[src/sv/saod_pkg.sv]
// Shared types, constants and codes of the speech activity onset detector.
package saod_pkg;

   localparam int MAX_CHANNELS_DEF = 8;

   localparam int SAMPLE_W    = 16;
   localparam int CHAN_W      = 3;
   localparam int LEVEL_W     = 2;
   localparam int REQ_TDATA_W = 16;
   localparam int RSP_TDATA_W = 8;
   localparam int CSR_IDX_W   = 3;
   localparam int CSR_DATA_W  = 31;

   localparam int CNT_CFG_W = 4;
   localparam int LOG2_W    = 4;
   localparam int COEF_W    = 16;
   localparam int THR_W     = 31;
   localparam int MAX_LOG2  = 10;

   localparam int SQ_W   = 31;   // square of a Q1.15 sample
   localparam int SUM_W  = 42;   // block sum of squares
   localparam int CNT_W  = 11;   // samples in a block, up to 1024
   localparam int MS_W   = 41;   // mean square after the shift
   localparam int INT_W  = 32;   // stored intensity
   localparam int DEC_W  = 40;   // decay store, signed Q23.16
   localparam int ACC_W  = 58;   // partial-product accumulators
   localparam int MULA_W = 17;
   localparam int MULB_W = 24;
   localparam int PROD_W = MULA_W + MULB_W;
   localparam int STEPS  = 6;    // partial products per channel update

   localparam int FIFO_DEPTH = 4;

   localparam logic [CSR_IDX_W-1:0] CSR_CHANNEL_COUNT    = 3'd0;
   localparam logic [CSR_IDX_W-1:0] CSR_FRAG_LEN_LOG2    = 3'd1;
   localparam logic [CSR_IDX_W-1:0] CSR_ENV_COEF         = 3'd2;
   localparam logic [CSR_IDX_W-1:0] CSR_ONSET_COEF       = 3'd3;
   localparam logic [CSR_IDX_W-1:0] CSR_THRESHOLD_SQ     = 3'd4;
   localparam logic [CSR_IDX_W-1:0] CSR_TRANSITIONS_ONLY = 3'd5;

   localparam logic [LEVEL_W-1:0] LEVEL_SILENT = 2'd0;
   localparam logic [LEVEL_W-1:0] LEVEL_ACTIVE = 2'd1;
   localparam logic [LEVEL_W-1:0] LEVEL_ONSET  = 2'd2;

   typedef struct packed {
      logic [CNT_CFG_W-1:0] channel_count;
      logic [LOG2_W-1:0]    frag_len_log2;
      logic [COEF_W-1:0]    env_coef;
      logic [COEF_W-1:0]    onset_coef;
      logic [THR_W-1:0]     threshold_sq;
      logic                 transitions_only;
   } cfg_type;

   localparam cfg_type CFG_RESET = '{
      channel_count:    4'd2,
      frag_len_log2:    4'd6,
      env_coef:         16'd64989,
      onset_coef:       16'd65475,
      threshold_sq:     31'd33955,
      transitions_only: 1'b0
   };

   typedef struct packed {
      logic empty;
      logic room;   // space for at least two more entries
   } fifo_stat_type;

   typedef enum logic [2:0] {
      BK_IDLE,
      BK_MUL,
      BK_ACT,
      BK_DEC,
      BK_ERD,
      BK_EOUT
   } back_state_type;

endpackage

[src/sv/saod_ram.sv]
// Generic single-write, single-read RAM with registered read data.
module saod_ram #(
   parameter int WIDTH = 8,
   parameter int DEPTH = 8
) (
   input  logic                                   clock,
   input  logic                                   wr_en,
   input  logic [((DEPTH > 1) ? $clog2(DEPTH) : 1)-1:0] wr_addr,
   input  logic [WIDTH-1:0]                       wr_data,
   input  logic                                   rd_en,
   input  logic [((DEPTH > 1) ? $clog2(DEPTH) : 1)-1:0] rd_addr,
   output logic [WIDTH-1:0]                       rd_data
);

   logic [WIDTH-1:0] mem_ff [DEPTH];
   logic [WIDTH-1:0] rd_data_ff;

   always_ff @(posedge clock) begin
      if (wr_en) begin
         mem_ff[wr_addr] <= wr_data;
      end
      if (rd_en) begin
         rd_data_ff <= mem_ff[rd_addr];
      end
   end

   assign rd_data = rd_data_ff;

endmodule

[src/sv/saod_fifo.sv]
// Short job queue between the sample front end and the channel update engine.
module saod_fifo #(
   parameter int WIDTH = 8,
   parameter int DEPTH = saod_pkg::FIFO_DEPTH
) (
   input  logic                    clock,
   input  logic                    reset,
   input  logic                    push,
   input  logic [WIDTH-1:0]        push_data,
   input  logic                    pop,
   output logic [WIDTH-1:0]        pop_data,
   output saod_pkg::fifo_stat_type stat
);

   import saod_pkg::*;

   localparam int PTR_W = (DEPTH > 1) ? $clog2(DEPTH) : 1;
   localparam int CNT_W = $clog2(DEPTH + 1);

   logic [WIDTH-1:0] mem_ff [DEPTH];
   logic [PTR_W-1:0] wr_ptr_ff, wr_ptr_in;
   logic [PTR_W-1:0] rd_ptr_ff, rd_ptr_in;
   logic [CNT_W-1:0] count_ff, count_in;

   always_comb begin
      wr_ptr_in = wr_ptr_ff;
      rd_ptr_in = rd_ptr_ff;
      count_in  = count_ff;
      if (push) begin
         wr_ptr_in = (wr_ptr_ff == PTR_W'(DEPTH - 1)) ? '0 : wr_ptr_ff + 1'b1;
      end
      if (pop) begin
         rd_ptr_in = (rd_ptr_ff == PTR_W'(DEPTH - 1)) ? '0 : rd_ptr_ff + 1'b1;
      end
      if (push && !pop) begin
         count_in = count_ff + 1'b1;
      end else if (pop && !push) begin
         count_in = count_ff - 1'b1;
      end
   end

   always_ff @(posedge clock) begin
      if (reset) begin
         wr_ptr_ff <= '0;
         rd_ptr_ff <= '0;
         count_ff  <= '0;
      end else begin
         wr_ptr_ff <= wr_ptr_in;
         rd_ptr_ff <= rd_ptr_in;
         count_ff  <= count_in;
      end
   end

   always_ff @(posedge clock) begin
      if (push) begin
         mem_ff[wr_ptr_ff] <= push_data;
      end
   end

   assign pop_data   = mem_ff[rd_ptr_ff];
   assign stat.empty = (count_ff == '0);
   assign stat.room  = (count_ff <= CNT_W'(DEPTH - 2));

`ifndef NO_ASSERTIONS
   a_no_overflow: assert property (@(posedge clock) disable iff (reset)
      push |-> (count_ff < CNT_W'(DEPTH)) || pop)
      else $error("job queue overflow");

   a_no_underflow: assert property (@(posedge clock) disable iff (reset)
      pop |-> count_ff != '0)
      else $error("job queue underflow");
`endif

endmodule

[src/sv/saod_front.sv]
// Front end: squares samples, sums each channel block and queues finished blocks.
module saod_front #(
   parameter int MAX_CHANNELS = saod_pkg::MAX_CHANNELS_DEF
) (
   input  logic                                 clock,
   input  logic                                 reset,
   input  logic                                 req_tvalid,
   output logic                                 req_tready,
   input  logic [saod_pkg::REQ_TDATA_W-1:0]     req_tdata,
   input  saod_pkg::cfg_type                    cfg,
   input  saod_pkg::fifo_stat_type              fifo_stat,
   output logic                                 push,
   output logic [saod_pkg::MS_W + 2 * ((MAX_CHANNELS > 1) ? $clog2(MAX_CHANNELS) : 1):0]
                                                push_data
);

   import saod_pkg::*;

   localparam int CH_W = (MAX_CHANNELS > 1) ? $clog2(MAX_CHANNELS) : 1;

   logic [SQ_W-1:0]  sq_ff, sq_in;
   logic             sq_vld_ff;
   logic [SUM_W-1:0] sum_ff, sum_in, sum_nxt, sum_shr;
   logic [CNT_W-1:0] cnt_ff, cnt_in, cnt_nxt, blk_len;
   logic [CH_W-1:0]  ch_now_ff, ch_now_in;

   logic signed [SAMPLE_W-1:0]   smp;
   logic signed [2*SAMPLE_W-1:0] smp_sq;
   logic                         accept;
   logic [LOG2_W-1:0]            k_eff;
   logic [CH_W-1:0]              nlast, ch;
   logic                         last, done;
   logic [MS_W-1:0]              ms;

   always_comb begin
      smp    = signed'(req_tdata[SAMPLE_W-1:0]);
      smp_sq = smp * smp;
      sq_in  = smp_sq[SQ_W-1:0];
      accept = req_tvalid && req_tready;

      k_eff = (cfg.frag_len_log2 > LOG2_W'(MAX_LOG2)) ? LOG2_W'(MAX_LOG2)
                                                      : cfg.frag_len_log2;
      if (cfg.channel_count == '0) begin
         nlast = '0;
      end else if (32'(cfg.channel_count) > 32'(MAX_CHANNELS)) begin
         nlast = CH_W'(MAX_CHANNELS - 1);
      end else begin
         nlast = CH_W'(cfg.channel_count - 1'b1);
      end

      // a channel index past the current count is taken as the last one
      ch   = (ch_now_ff > nlast) ? nlast : ch_now_ff;
      last = (ch == nlast);

      cnt_nxt = cnt_ff + 1'b1;
      blk_len = CNT_W'(1) << k_eff;
      done    = (cnt_nxt >= blk_len);
      sum_nxt = sum_ff + SUM_W'(sq_ff);
      sum_shr = sum_nxt >> k_eff;
      ms      = sum_shr[MS_W-1:0];

      sum_in    = sum_ff;
      cnt_in    = cnt_ff;
      ch_now_in = ch_now_ff;
      push      = 1'b0;
      if (sq_vld_ff) begin
         if (done) begin
            push      = 1'b1;
            sum_in    = '0;
            cnt_in    = '0;
            ch_now_in = last ? '0 : CH_W'(ch + 1'b1);
         end else begin
            sum_in = sum_nxt;
            cnt_in = cnt_nxt;
         end
      end
      push_data = {ms, last, nlast, ch};
   end

   // two free queue slots cover the item still in the squaring stage
   assign req_tready = fifo_stat.room;

   always_ff @(posedge clock) begin
      if (reset) begin
         sq_vld_ff <= 1'b0;
         sum_ff    <= '0;
         cnt_ff    <= '0;
         ch_now_ff <= '0;
      end else begin
         sq_vld_ff <= accept;
         sum_ff    <= sum_in;
         cnt_ff    <= cnt_in;
         ch_now_ff <= ch_now_in;
      end
   end

   always_ff @(posedge clock) begin
      if (accept) begin
         sq_ff <= sq_in;
      end
   end

`ifndef NO_ASSERTIONS
   a_block_bound: assert property (@(posedge clock) disable iff (reset)
      cnt_ff < (CNT_W'(1) << MAX_LOG2))
      else $error("block sample count past the longest block");
`endif

endmodule

[src/sv/saod_back.sv]
// Back end: per-channel intensity, activity and onset update, and level reports.
module saod_back #(
   parameter int MAX_CHANNELS = saod_pkg::MAX_CHANNELS_DEF
) (
   input  logic                                 clock,
   input  logic                                 reset,
   input  saod_pkg::cfg_type                    cfg,
   input  saod_pkg::fifo_stat_type              fifo_stat,
   output logic                                 pop,
   input  logic [saod_pkg::MS_W + 2 * ((MAX_CHANNELS > 1) ? $clog2(MAX_CHANNELS) : 1):0]
                                                pop_data,
   output logic                                 rsp_tvalid,
   input  logic                                 rsp_tready,
   output logic [saod_pkg::RSP_TDATA_W-1:0]     rsp_tdata,
   output logic                                 rsp_tlast
);

   import saod_pkg::*;

   localparam int CH_W   = (MAX_CHANNELS > 1) ? $clog2(MAX_CHANNELS) : 1;
   localparam int JOB_W  = MS_W + 1 + 2 * CH_W;
   localparam int ENT_W  = INT_W + DEC_W + 1 + LEVEL_W;
   localparam int INTF_W = ACC_W - 16;
   localparam int LEAK_W = DEC_W + 2;

   localparam logic [2:0] PP_AMS_LO = 3'd0;   // (1 - c) * ms, low part
   localparam logic [2:0] PP_AMS_HI = 3'd1;
   localparam logic [2:0] PP_CI_LO  = 3'd2;   // c * old intensity
   localparam logic [2:0] PP_CI_HI  = 3'd3;
   localparam logic [2:0] PP_GM_LO  = 3'd4;   // g * |decay|
   localparam logic [2:0] PP_GM_HI  = 3'd5;
   localparam logic [2:0] STEP_LAST = 3'(STEPS);

   localparam logic signed [LEAK_W-1:0] LEAK_MAX =
      {{(LEAK_W - DEC_W + 1){1'b0}}, {(DEC_W - 1){1'b1}}};
   localparam logic signed [LEAK_W-1:0] LEAK_MIN =
      {{(LEAK_W - DEC_W + 1){1'b1}}, {(DEC_W - 1){1'b0}}};
   localparam logic signed [LEAK_W-1:0] UNIT      = LEAK_W'(65536);
   localparam logic signed [LEAK_W-1:0] ONSET_LIM = LEAK_W'(32768);

   back_state_type state_ff, state_in;
   logic [2:0]        step_ff, step_in;
   logic [CH_W-1:0]   ch_ff, ch_in;
   logic [CH_W-1:0]   nlast_ff, nlast_in;
   logic              last_ff, last_in;
   logic [MS_W-1:0]   ms_ff, ms_in;
   logic              ent_vld_ff, ent_vld_in;
   logic [PROD_W-1:0] prod_ff, prod_in;
   logic [ACC_W-1:0]  acc_int_ff, acc_int_in;
   logic [ACC_W-1:0]  acc_dec_ff, acc_dec_in;
   logic [DEC_W-1:0]  mag_ff, mag_in;
   logic              neg_ff, neg_in;
   logic              act_ff, act_in;
   logic [INT_W-1:0]  inten_ff, inten_in;
   logic              changed_ff, changed_in;
   logic [CH_W-1:0]   emit_ff, emit_in;
   logic              lvl_vld_ff, lvl_vld_in;
   logic [MAX_CHANNELS-1:0] vld_ff, vld_in;

   logic [ENT_W-1:0]   ent_q, ent, ent_wdata;
   logic [INT_W-1:0]   ent_int;
   logic [DEC_W-1:0]   ent_dec;
   logic               ent_prev;
   logic [LEVEL_W-1:0] ent_lvl;
   logic               ent_rd_en, wr_en, lvl_rd_en;
   logic [CH_W-1:0]    job_ch;
   logic [LEVEL_W-1:0] lvl_q, lvl_out, lvl_new;

   logic [MULA_W-1:0]  mul_a, cc;
   logic [MULB_W-1:0]  mul_b;
   logic [2:0]         prev_step;
   logic [ACC_W-1:0]   sh_prod;
   logic [INTF_W-1:0]  inten_full;
   logic [DEC_W-1:0]   lk;
   logic signed [LEAK_W-1:0] lk_s, leak, leak_sat;
   logic               chg;

   saod_ram #(.WIDTH(ENT_W), .DEPTH(MAX_CHANNELS)) u_chan_ram (
      .clock   (clock),
      .wr_en   (wr_en),
      .wr_addr (ch_ff),
      .wr_data (ent_wdata),
      .rd_en   (ent_rd_en),
      .rd_addr (job_ch),
      .rd_data (ent_q)
   );

   saod_ram #(.WIDTH(LEVEL_W), .DEPTH(MAX_CHANNELS)) u_level_ram (
      .clock   (clock),
      .wr_en   (wr_en),
      .wr_addr (ch_ff),
      .wr_data (lvl_new),
      .rd_en   (lvl_rd_en),
      .rd_addr (emit_ff),
      .rd_data (lvl_q)
   );

   always_comb begin
      // entries never written read as the reset value
      ent      = ent_vld_ff ? ent_q : '0;
      ent_int  = ent[ENT_W-1 -: INT_W];
      ent_dec  = ent[LEVEL_W + 1 +: DEC_W];
      ent_prev = ent[LEVEL_W];
      ent_lvl  = ent[LEVEL_W-1:0];
      job_ch   = pop_data[CH_W-1:0];
      lvl_out  = lvl_vld_ff ? lvl_q : LEVEL_SILENT;

      cc = MULA_W'(17'h10000 - {1'b0, cfg.env_coef});
      case (step_ff)
         PP_AMS_LO: begin
            mul_a = cc;
            mul_b = ms_ff[MULB_W-1:0];
         end
         PP_AMS_HI: begin
            mul_a = cc;
            mul_b = MULB_W'(ms_ff[MS_W-1:MULB_W]);
         end
         PP_CI_LO: begin
            mul_a = {1'b0, cfg.env_coef};
            mul_b = ent_int[MULB_W-1:0];
         end
         PP_CI_HI: begin
            mul_a = {1'b0, cfg.env_coef};
            mul_b = MULB_W'(ent_int[INT_W-1:MULB_W]);
         end
         PP_GM_LO: begin
            mul_a = {1'b0, cfg.onset_coef};
            mul_b = mag_ff[MULB_W-1:0];
         end
         PP_GM_HI: begin
            mul_a = {1'b0, cfg.onset_coef};
            mul_b = MULB_W'(mag_ff[DEC_W-1:MULB_W]);
         end
         default: begin
            mul_a = '0;
            mul_b = '0;
         end
      endcase
      prev_step = step_ff - 1'b1;
      sh_prod   = prev_step[0] ? ACC_W'({prod_ff, {MULB_W{1'b0}}}) : ACC_W'(prod_ff);

      inten_full = acc_int_ff[ACC_W-1:16];
      lk         = acc_dec_ff[16 +: DEC_W];
      lk_s       = $signed({2'b00, lk});
      leak       = neg_ff ? -lk_s : lk_s;
      if (act_ff && !ent_prev) begin
         leak = leak + UNIT;
      end else if (!act_ff && ent_prev) begin
         leak = leak - UNIT;
      end
      if (leak > LEAK_MAX) begin
         leak_sat = LEAK_MAX;
      end else if (leak < LEAK_MIN) begin
         leak_sat = LEAK_MIN;
      end else begin
         leak_sat = leak;
      end
      if (!act_ff) begin
         lvl_new = LEVEL_SILENT;
      end else if (leak_sat > ONSET_LIM) begin
         lvl_new = LEVEL_ONSET;
      end else begin
         lvl_new = LEVEL_ACTIVE;
      end
      ent_wdata = {inten_ff, leak_sat[DEC_W-1:0], act_ff, lvl_new};
      chg       = changed_ff || (lvl_new != ent_lvl);

      state_in   = state_ff;
      step_in    = step_ff;
      ch_in      = ch_ff;
      nlast_in   = nlast_ff;
      last_in    = last_ff;
      ms_in      = ms_ff;
      ent_vld_in = ent_vld_ff;
      prod_in    = prod_ff;
      acc_int_in = acc_int_ff;
      acc_dec_in = acc_dec_ff;
      mag_in     = mag_ff;
      neg_in     = neg_ff;
      act_in     = act_ff;
      inten_in   = inten_ff;
      changed_in = changed_ff;
      emit_in    = emit_ff;
      lvl_vld_in = lvl_vld_ff;
      vld_in     = vld_ff;
      pop        = 1'b0;
      ent_rd_en  = 1'b0;
      lvl_rd_en  = 1'b0;
      wr_en      = 1'b0;
      rsp_tvalid = 1'b0;

      case (state_ff)
         BK_IDLE: begin
            if (!fifo_stat.empty) begin
               pop        = 1'b1;
               ent_rd_en  = 1'b1;
               ent_vld_in = vld_ff[job_ch];
               ch_in      = job_ch;
               nlast_in   = pop_data[2*CH_W-1:CH_W];
               last_in    = pop_data[2*CH_W];
               ms_in      = pop_data[JOB_W-1 -: MS_W];
               acc_int_in = '0;
               acc_dec_in = '0;
               step_in    = '0;
               state_in   = BK_MUL;
            end
         end
         BK_MUL: begin
            // one partial product issued and the previous one summed per cycle
            if (step_ff == PP_AMS_LO) begin
               neg_in = ent_dec[DEC_W-1];
               mag_in = ent_dec[DEC_W-1] ? (~ent_dec + 1'b1) : ent_dec;
            end
            if (step_ff != STEP_LAST) begin
               prod_in = mul_a * mul_b;
            end
            if (step_ff != PP_AMS_LO) begin
               if (prev_step < PP_GM_LO) begin
                  acc_int_in = acc_int_ff + sh_prod;
               end else begin
                  acc_dec_in = acc_dec_ff + sh_prod;
               end
            end
            step_in = step_ff + 1'b1;
            if (step_ff == STEP_LAST) begin
               state_in = BK_ACT;
            end
         end
         BK_ACT: begin
            act_in   = (inten_full > INTF_W'(cfg.threshold_sq));
            inten_in = inten_full[INT_W-1:0];
            state_in = BK_DEC;
         end
         BK_DEC: begin
            wr_en         = 1'b1;
            vld_in[ch_ff] = 1'b1;
            if (last_ff) begin
               changed_in = 1'b0;
               emit_in    = '0;
               state_in   = (!cfg.transitions_only || chg) ? BK_ERD : BK_IDLE;
            end else begin
               changed_in = chg;
               state_in   = BK_IDLE;
            end
         end
         BK_ERD: begin
            lvl_rd_en  = 1'b1;
            lvl_vld_in = vld_ff[emit_ff];
            state_in   = BK_EOUT;
         end
         BK_EOUT: begin
            rsp_tvalid = 1'b1;
            if (rsp_tready) begin
               if (emit_ff == nlast_ff) begin
                  state_in = BK_IDLE;
               end else begin
                  emit_in  = emit_ff + 1'b1;
                  state_in = BK_ERD;
               end
            end
         end
         default: begin
            state_in = BK_IDLE;
         end
      endcase
   end

   assign rsp_tdata = RSP_TDATA_W'({lvl_out, CHAN_W'(emit_ff)});
   assign rsp_tlast = (emit_ff == nlast_ff);

   always_ff @(posedge clock) begin
      if (reset) begin
         state_ff   <= BK_IDLE;
         changed_ff <= 1'b0;
         vld_ff     <= '0;
      end else begin
         state_ff   <= state_in;
         changed_ff <= changed_in;
         vld_ff     <= vld_in;
      end
   end

   always_ff @(posedge clock) begin
      step_ff    <= step_in;
      ch_ff      <= ch_in;
      nlast_ff   <= nlast_in;
      last_ff    <= last_in;
      ms_ff      <= ms_in;
      ent_vld_ff <= ent_vld_in;
      prod_ff    <= prod_in;
      acc_int_ff <= acc_int_in;
      acc_dec_ff <= acc_dec_in;
      mag_ff     <= mag_in;
      neg_ff     <= neg_in;
      act_ff     <= act_in;
      inten_ff   <= inten_in;
      emit_ff    <= emit_in;
      lvl_vld_ff <= lvl_vld_in;
   end

`ifndef NO_ASSERTIONS
   a_emit_range: assert property (@(posedge clock) disable iff (reset)
      rsp_tvalid |-> emit_ff <= nlast_ff)
      else $error("report index past the last channel");

   a_step_range: assert property (@(posedge clock) disable iff (reset)
      state_ff == BK_MUL |-> step_ff <= STEP_LAST)
      else $error("multiply step out of range");

   a_pop_starts: assert property (@(posedge clock) disable iff (reset)
      pop |=> state_ff == BK_MUL && step_ff == PP_AMS_LO)
      else $error("job taken without starting the update");
`endif

endmodule

[src/sv/speech_activity_onset_detector.sv]
// Top level of the speech activity onset detector: registers, front, queue, back.
// Data path: each taken sample is squared into a register before it is added to the
// block sum; a completed channel block passes through the update engine as a queue
// read, six partial products on one shared 17x24 multiplier, and intensity and decay
// steps; each level report is then read through the registered read of the level memory.
// Throughput: one sample per cycle while the four-entry job queue has two free slots.
// Reset is synchronous; channel stores read as zero through per-channel valid bits.
module speech_activity_onset_detector #(
   parameter int MAX_CHANNELS = saod_pkg::MAX_CHANNELS_DEF
) (
   input  logic                               clock,
   input  logic                               reset,
   input  logic                               req_tvalid,
   output logic                               req_tready,
   input  logic [saod_pkg::REQ_TDATA_W-1:0]   req_tdata,    // [15:0] sample
   output logic                               rsp_tvalid,
   input  logic                               rsp_tready,
   output logic [saod_pkg::RSP_TDATA_W-1:0]   rsp_tdata,    // [2:0] channel, [4:3] level
   output logic                               rsp_tlast,
   input  logic                               csr_wr_en,
   input  logic [saod_pkg::CSR_IDX_W-1:0]     csr_index,
   input  logic [saod_pkg::CSR_DATA_W-1:0]    csr_wr_data
);

   import saod_pkg::*;

   localparam int CH_W  = (MAX_CHANNELS > 1) ? $clog2(MAX_CHANNELS) : 1;
   localparam int JOB_W = MS_W + 1 + 2 * CH_W;

   cfg_type       cfg_ff, cfg_in;
   fifo_stat_type fifo_stat;
   logic             push, pop;
   logic [JOB_W-1:0] push_data, pop_data;

   always_comb begin
      cfg_in = cfg_ff;
      if (csr_wr_en) begin
         case (csr_index)
            CSR_CHANNEL_COUNT:    cfg_in.channel_count    = csr_wr_data[CNT_CFG_W-1:0];
            CSR_FRAG_LEN_LOG2:    cfg_in.frag_len_log2    = csr_wr_data[LOG2_W-1:0];
            CSR_ENV_COEF:         cfg_in.env_coef         = csr_wr_data[COEF_W-1:0];
            CSR_ONSET_COEF:       cfg_in.onset_coef       = csr_wr_data[COEF_W-1:0];
            CSR_THRESHOLD_SQ:     cfg_in.threshold_sq     = csr_wr_data[THR_W-1:0];
            CSR_TRANSITIONS_ONLY: cfg_in.transitions_only = csr_wr_data[0];
            default:              cfg_in = cfg_ff;
         endcase
      end
   end

   always_ff @(posedge clock) begin
      if (reset) begin
         cfg_ff <= CFG_RESET;
      end else begin
         cfg_ff <= cfg_in;
      end
   end

   saod_front #(.MAX_CHANNELS(MAX_CHANNELS)) u_front (
      .clock      (clock),
      .reset      (reset),
      .req_tvalid (req_tvalid),
      .req_tready (req_tready),
      .req_tdata  (req_tdata),
      .cfg        (cfg_ff),
      .fifo_stat  (fifo_stat),
      .push       (push),
      .push_data  (push_data)
   );

   saod_fifo #(.WIDTH(JOB_W), .DEPTH(FIFO_DEPTH)) u_fifo (
      .clock     (clock),
      .reset     (reset),
      .push      (push),
      .push_data (push_data),
      .pop       (pop),
      .pop_data  (pop_data),
      .stat      (fifo_stat)
   );

   saod_back #(.MAX_CHANNELS(MAX_CHANNELS)) u_back (
      .clock      (clock),
      .reset      (reset),
      .cfg        (cfg_ff),
      .fifo_stat  (fifo_stat),
      .pop        (pop),
      .pop_data   (pop_data),
      .rsp_tvalid (rsp_tvalid),
      .rsp_tready (rsp_tready),
      .rsp_tdata  (rsp_tdata),
      .rsp_tlast  (rsp_tlast)
   );

endmodule
[config.mk]
export PLATFORM = sky130hd
export DESIGN_NAME = speech_activity_onset_detector
export DESIGN_NICKNAME = d
export VERILOG_FILES = /design/src/sv/saod_pkg.sv /design/src/sv/saod_ram.sv /design/src/sv/saod_fifo.sv /design/src/sv/saod_front.sv /design/src/sv/saod_back.sv /design/src/sv/speech_activity_onset_detector.sv
export SDC_FILE = /design/constraint.sdc
export NUM_CORES = 2
export LEC_CHECK = 0
export BUFFER_PORTS_ARGS = -buffer_cell sky130_fd_sc_hd__buf_2
export CORE_ASPECT_RATIO = 1.5
export CORE_UTILIZATION = 70
export DETAILED_ROUTE_END_ITERATION = 8
export GPL_TIMING_DRIVEN = 0
export PLACE_DENSITY = 0.95
export REMOVE_ABC_BUFFERS = 1
export SYNTH_ARGS = -nofsm -noshare
export SYNTH_HDL_FRONTEND = slang
export SYNTH_SLANG_ARGS = --single-unit
[constraint.sdc]
create_clock -name clock -period 27 [get_ports clock]
set_input_delay 1.35 -clock clock [delete_from_list [all_inputs] [get_ports clock]]
set_output_delay 1.35 -clock clock [all_outputs]
set_load 0.03 [all_outputs]
==> summary.txt <==
Synthesis
  • Synth Area in Compound Gates: 0.0818
  • Fraction of registers with async set or reset after synthesis: 0
  • Mux cell area share after synthesis: 0.0785
  • Mapped Area: 84,800 µm²
  • Fraction of synthesized cell area in xor and xnor cells: 0.0322
  • Seq/Total Area, Yosys: 0.455
  • Simple-Gate Fraction of Synth Area: 0.112
  • Syn avg cell area: 11.9 µm²
  • Synth Flop Type: edfxtp_1
  • Syn. warnings: 0
  • Synth cell types: a little over 90
  • Post-Synthesis Cells: approximately 7,000
  • Largest family of logic cells by synthesized area: adder cells
  • Post-synth EDFFs: roughly 1,200
  • Number of synthesized register bits: 1,334
  • Adder-Cell Fraction of Synth Area: 0.193

STA
  • Rel. slew slack: -0.0478
  • Setup Viol. Count Final: 0
  • Tmin final: 12.25 ns
  • FMAX: roughly 0.082 GHz
  • Final Cycle Share: 0.454
  • RSZ-0062 raised after global routing: no
  • Worst Tran Pin Value: 1.57 ns
  • Fin. Hold Viols: 0
  • Final TNS setup: 0 ns
  • Final slew viol count: 35
  • Clk_skew: between 0.08 and 0.09 ns

Detailed routing
  • Routed WL: 265,000 µm
  • Remaining design rule violation count: roughly 140
  • Routed via count: 64,402
  • First DRT Iteration DRCs: between 9,000 and 10,000
  • Via-to-Cell Ratio: 7.26
  • Routed Antenna Nets: 0
  • First-pass DRT Iterations: 9
  • Wire per inst: 29.9 µm

Floorplan
  • Initial core utilization: 0.704
  • Core area: approximately 120,000 µm²
  • # IOs: 66
  • DIE AREA: 123,000 µm²
  • Die width: 286 µm
  • Die Y: 428 µm
  • # rows: 156

Worst setup path
  • WP data required: 27.48 ns
  • Reg2reg start: u_back.step_ff[0]
  • Reg2Reg Depth: 32
  • Critical Path Source: u_back.step_ff[0]
  • Crit path capture type: flip-flop
  • Worst reg2reg path endpoint: u_back.prod_ff[33]
  • Worst path slowest cell: ha_1
  • Setup crit start kind: flip-flop
  • Critical path arrival: ~13 ns
  • Setup CP Type: reg -> reg
  • FF-to-FF setup slack: about 15 ns
  • Worst setup endpoint: u_back.prod_ff[33]
  • CP max stage delay: 1.28 ns
  • Top fanout value on the critical path: 28
  • Top cell by count, worst path: fa_1

Layout
  • Most frequent cells in the layout: 1,184 x edfxtp_1, 795 x nand2_1, 759 x inv_1, 565 x fa_1, 404 x ha_1
  • P&R area growth vs syn: 8.68%
  • Commonest non-fill, non-tap cell in the layout: edfxtp_1
  • Layout net count: 8,191
  • Share of layout cells above drive strength 1: 0.115

GRT
  • First-pass GRT wire length: 399,000 µm
  • Vias in the first global route: about 67,000
  • Initial antenna violation count: 24
  • Largest net degree at the start of global routing: 113
  • Tot GR Track Use: 0.440
  • Grt ovf: 0

Clock network
  • Clk_lat worst skew: roughly 0.82 ns
  • CTS tree: yes
  • Post-cts resize count: 0
  • Htree depth: 3
  • Cts-stage hold buffer count: 0
  • Clock Tree Buf Depth: 3
  • Root Buffer: clkbuf_16
  • Post-CTS setup buffer count: 0
  • TritonCTS buffer count: 116
  • Clock-pin slew on the worst setup and hold paths: 0.08 ns
  • Clk sinks: 1,334

Run
  • Max-cap viol count: 2

Place
  • Final GP Congestion: 0.957
  • Post-detail-place hpwl: 175,000 µm
  • # port buffers: 62

Outcome
  • Failing checks: design-rule violations, max-capacitance violations, max-slew violations
  • Status: finished with violations

Hold path
  • Worst Hold Class: reg -> reg
## routing by layer
| metal | part of all wire | vias to the layer above | global-route usage | wire length (µm) |
|---|---|---|---|---|
| met5 | 0.0015 | - | 0.0159 | 395 |
| met4 | 0.12 | 30 | 0.399 | 31300 |
| met3 | 0.13 | 2446 | 0.167 | 35700 |
| met2 | 0.46 | 6469 | 0.681 | 121000 |
| met1 | 0.29 | 30241 | 0.463 | 76600 |
| li1 | - | 25216 | - | - |
## state kept, by name, indices dropped and copies added (netlist names), 2 cells and up, named ones only
register / flops
cfg_ff: 72
u_back.acc_dec_ff: 56
u_back.acc_int_ff: 58
u_back.ch_ff: 3
u_back.emit_ff: 3
u_back.inten_ff: 32
u_back.mag_ff: 40
u_back.ms_ff: 41
u_back.nlast_ff: 3
u_back.prod_ff: 41
u_back.state_ff: 3
u_back.step_ff: 3
u_back.u_chan_ram.mem_ff: 600
u_back.u_chan_ram.rd_data: 75
u_back.u_level_ram.rd_data: 2
u_back.vld_ff: 8
u_fifo.count_ff: 3
u_fifo.mem_ff: 192
u_fifo.rd_ptr_ff: 2
u_fifo.wr_ptr_ff: 2
u_front.ch_now_ff: 3
u_front.cnt_ff: 11
u_front.sq_ff: 30
u_front.sum_ff: 42
## worst max-delay path: cells and delay by family (launching register included)
kind | cells | cell delay (ns)
xor gates and xnor gates | 1 | 0.12
DFF | 1 | 0.76
buffers and inverters | 5 | 0.42
AOI/OAI and AO/OA | 11 | 2.91
adders and majority gates | 8 | 5.04
and+or+nand+nor | 7 | 2.67
## final cells by class
cell class	count	area, µm²
timing repair buffer	210	2380
inverter	762	2870
tap	1580	1980
multi-input combinational	4741	42500
clock buffer	157	3180
clock inverter	62	708
fill	6119	28200
sequential	1334	38600
antenna	21	52.6
## logic make-up (layout without fill, tap and decap cells)
group / count (synthesis) / in the layout
compound gates: 1068 / 1068
xor+xnor: 312 / 312
fa+ha+maj: 971 / 971
buf+inv: 1078 / 1191
flops: 1334 / 1334
mux: 388 / 388
other cells: 1 / 24
simple gates: 1999 / 1999
## through the flow
stage / worst slack [ns] / instance area [µm²] / utilization / hold slack [ns] / cells
5_1_grt: 14.51 / 92100 / 0.765 / 0.475 / 8847
4_1_cts: 15.60 / 92100 / 0.765 / 0.459 / 8843
3_3_place_gp: 9.49 / 85900 / 0.713 / 0.441 / 8479
6_report: 14.75 / 92200 / 0.765 / 0.456 / 8867
3_5_place_dp: 15.97 / 88200 / 0.732 / 0.449 / 8624
2_1_floorplan: 16.62 / 83600 / - / 0.426 / 6837
## how the worst min path moves through the flow
stage	from	end	slack, ns	depth (start not counted)
after floorplan	u_front.ch_now_ff[0]	u_front.ch_now_ff[0]	0.43	2
after global placement	u_front.ch_now_ff[0]	u_front.ch_now_ff[0]	0.44	2
after detailed placement	cfg_ff[34]	cfg_ff[34]	0.45	2
after CTS	cfg_ff[34]	cfg_ff[34]	0.46	2
after global routing	cfg_ff[34]	cfg_ff[34]	0.48	2
final	cfg_ff[25]	cfg_ff[25]	0.46	2
## synth_stat cells (32+ instances only)
| library cell | instances | share of area |
|---|---|---|
| edfxtp_1 | 1184 | 0.42 |
| nand2_1 | 796 | 0.035 |
| inv_1 | 758 | 0.034 |
| fa_1 | 565 | 0.13 |
| ha_1 | 406 | 0.060 |
| nor2_1 | 399 | 0.018 |
| a21oi_1 | 334 | 0.020 |
| clkbuf_1 | 269 | 0.012 |
| mux4_2 | 209 | 0.055 |
| xnor2_1 | 206 | 0.021 |
| o21ai_0 | 195 | 0.012 |
| and2_1 | 168 | 0.012 |
| dfxtp_1 | 150 | 0.035 |
| mux2_2 | 127 | 0.017 |
| nand3_1 | 107 | 0.0063 |
| xor2_1 | 106 | 0.011 |
| nor3_1 | 93 | 0.0055 |
| nor2b_1 | 89 | 0.0066 |
| a21o_1 | 87 | 0.0077 |
| mux2i_1 | 52 | 0.0061 |
| and3_1 | 50 | 0.0037 |
| nand2b_1 | 50 | 0.0037 |
| o21a_1 | 50 | 0.0044 |
| or3_1 | 49 | 0.0036 |
| nand4_1 | 44 | 0.0032 |
| nand3b_1 | 41 | 0.0036 |
| a22oi_1 | 40 | 0.0035 |
| o31ai_1 | 40 | 0.0035 |
| buf_1 | 39 | 0.0017 |
| a211oi_1 | 32 | 0.0028 |
Power is left out: the tool's default activity adds up to more than one toggle a clock period on the data nets, which glitch-free logic cannot reach.
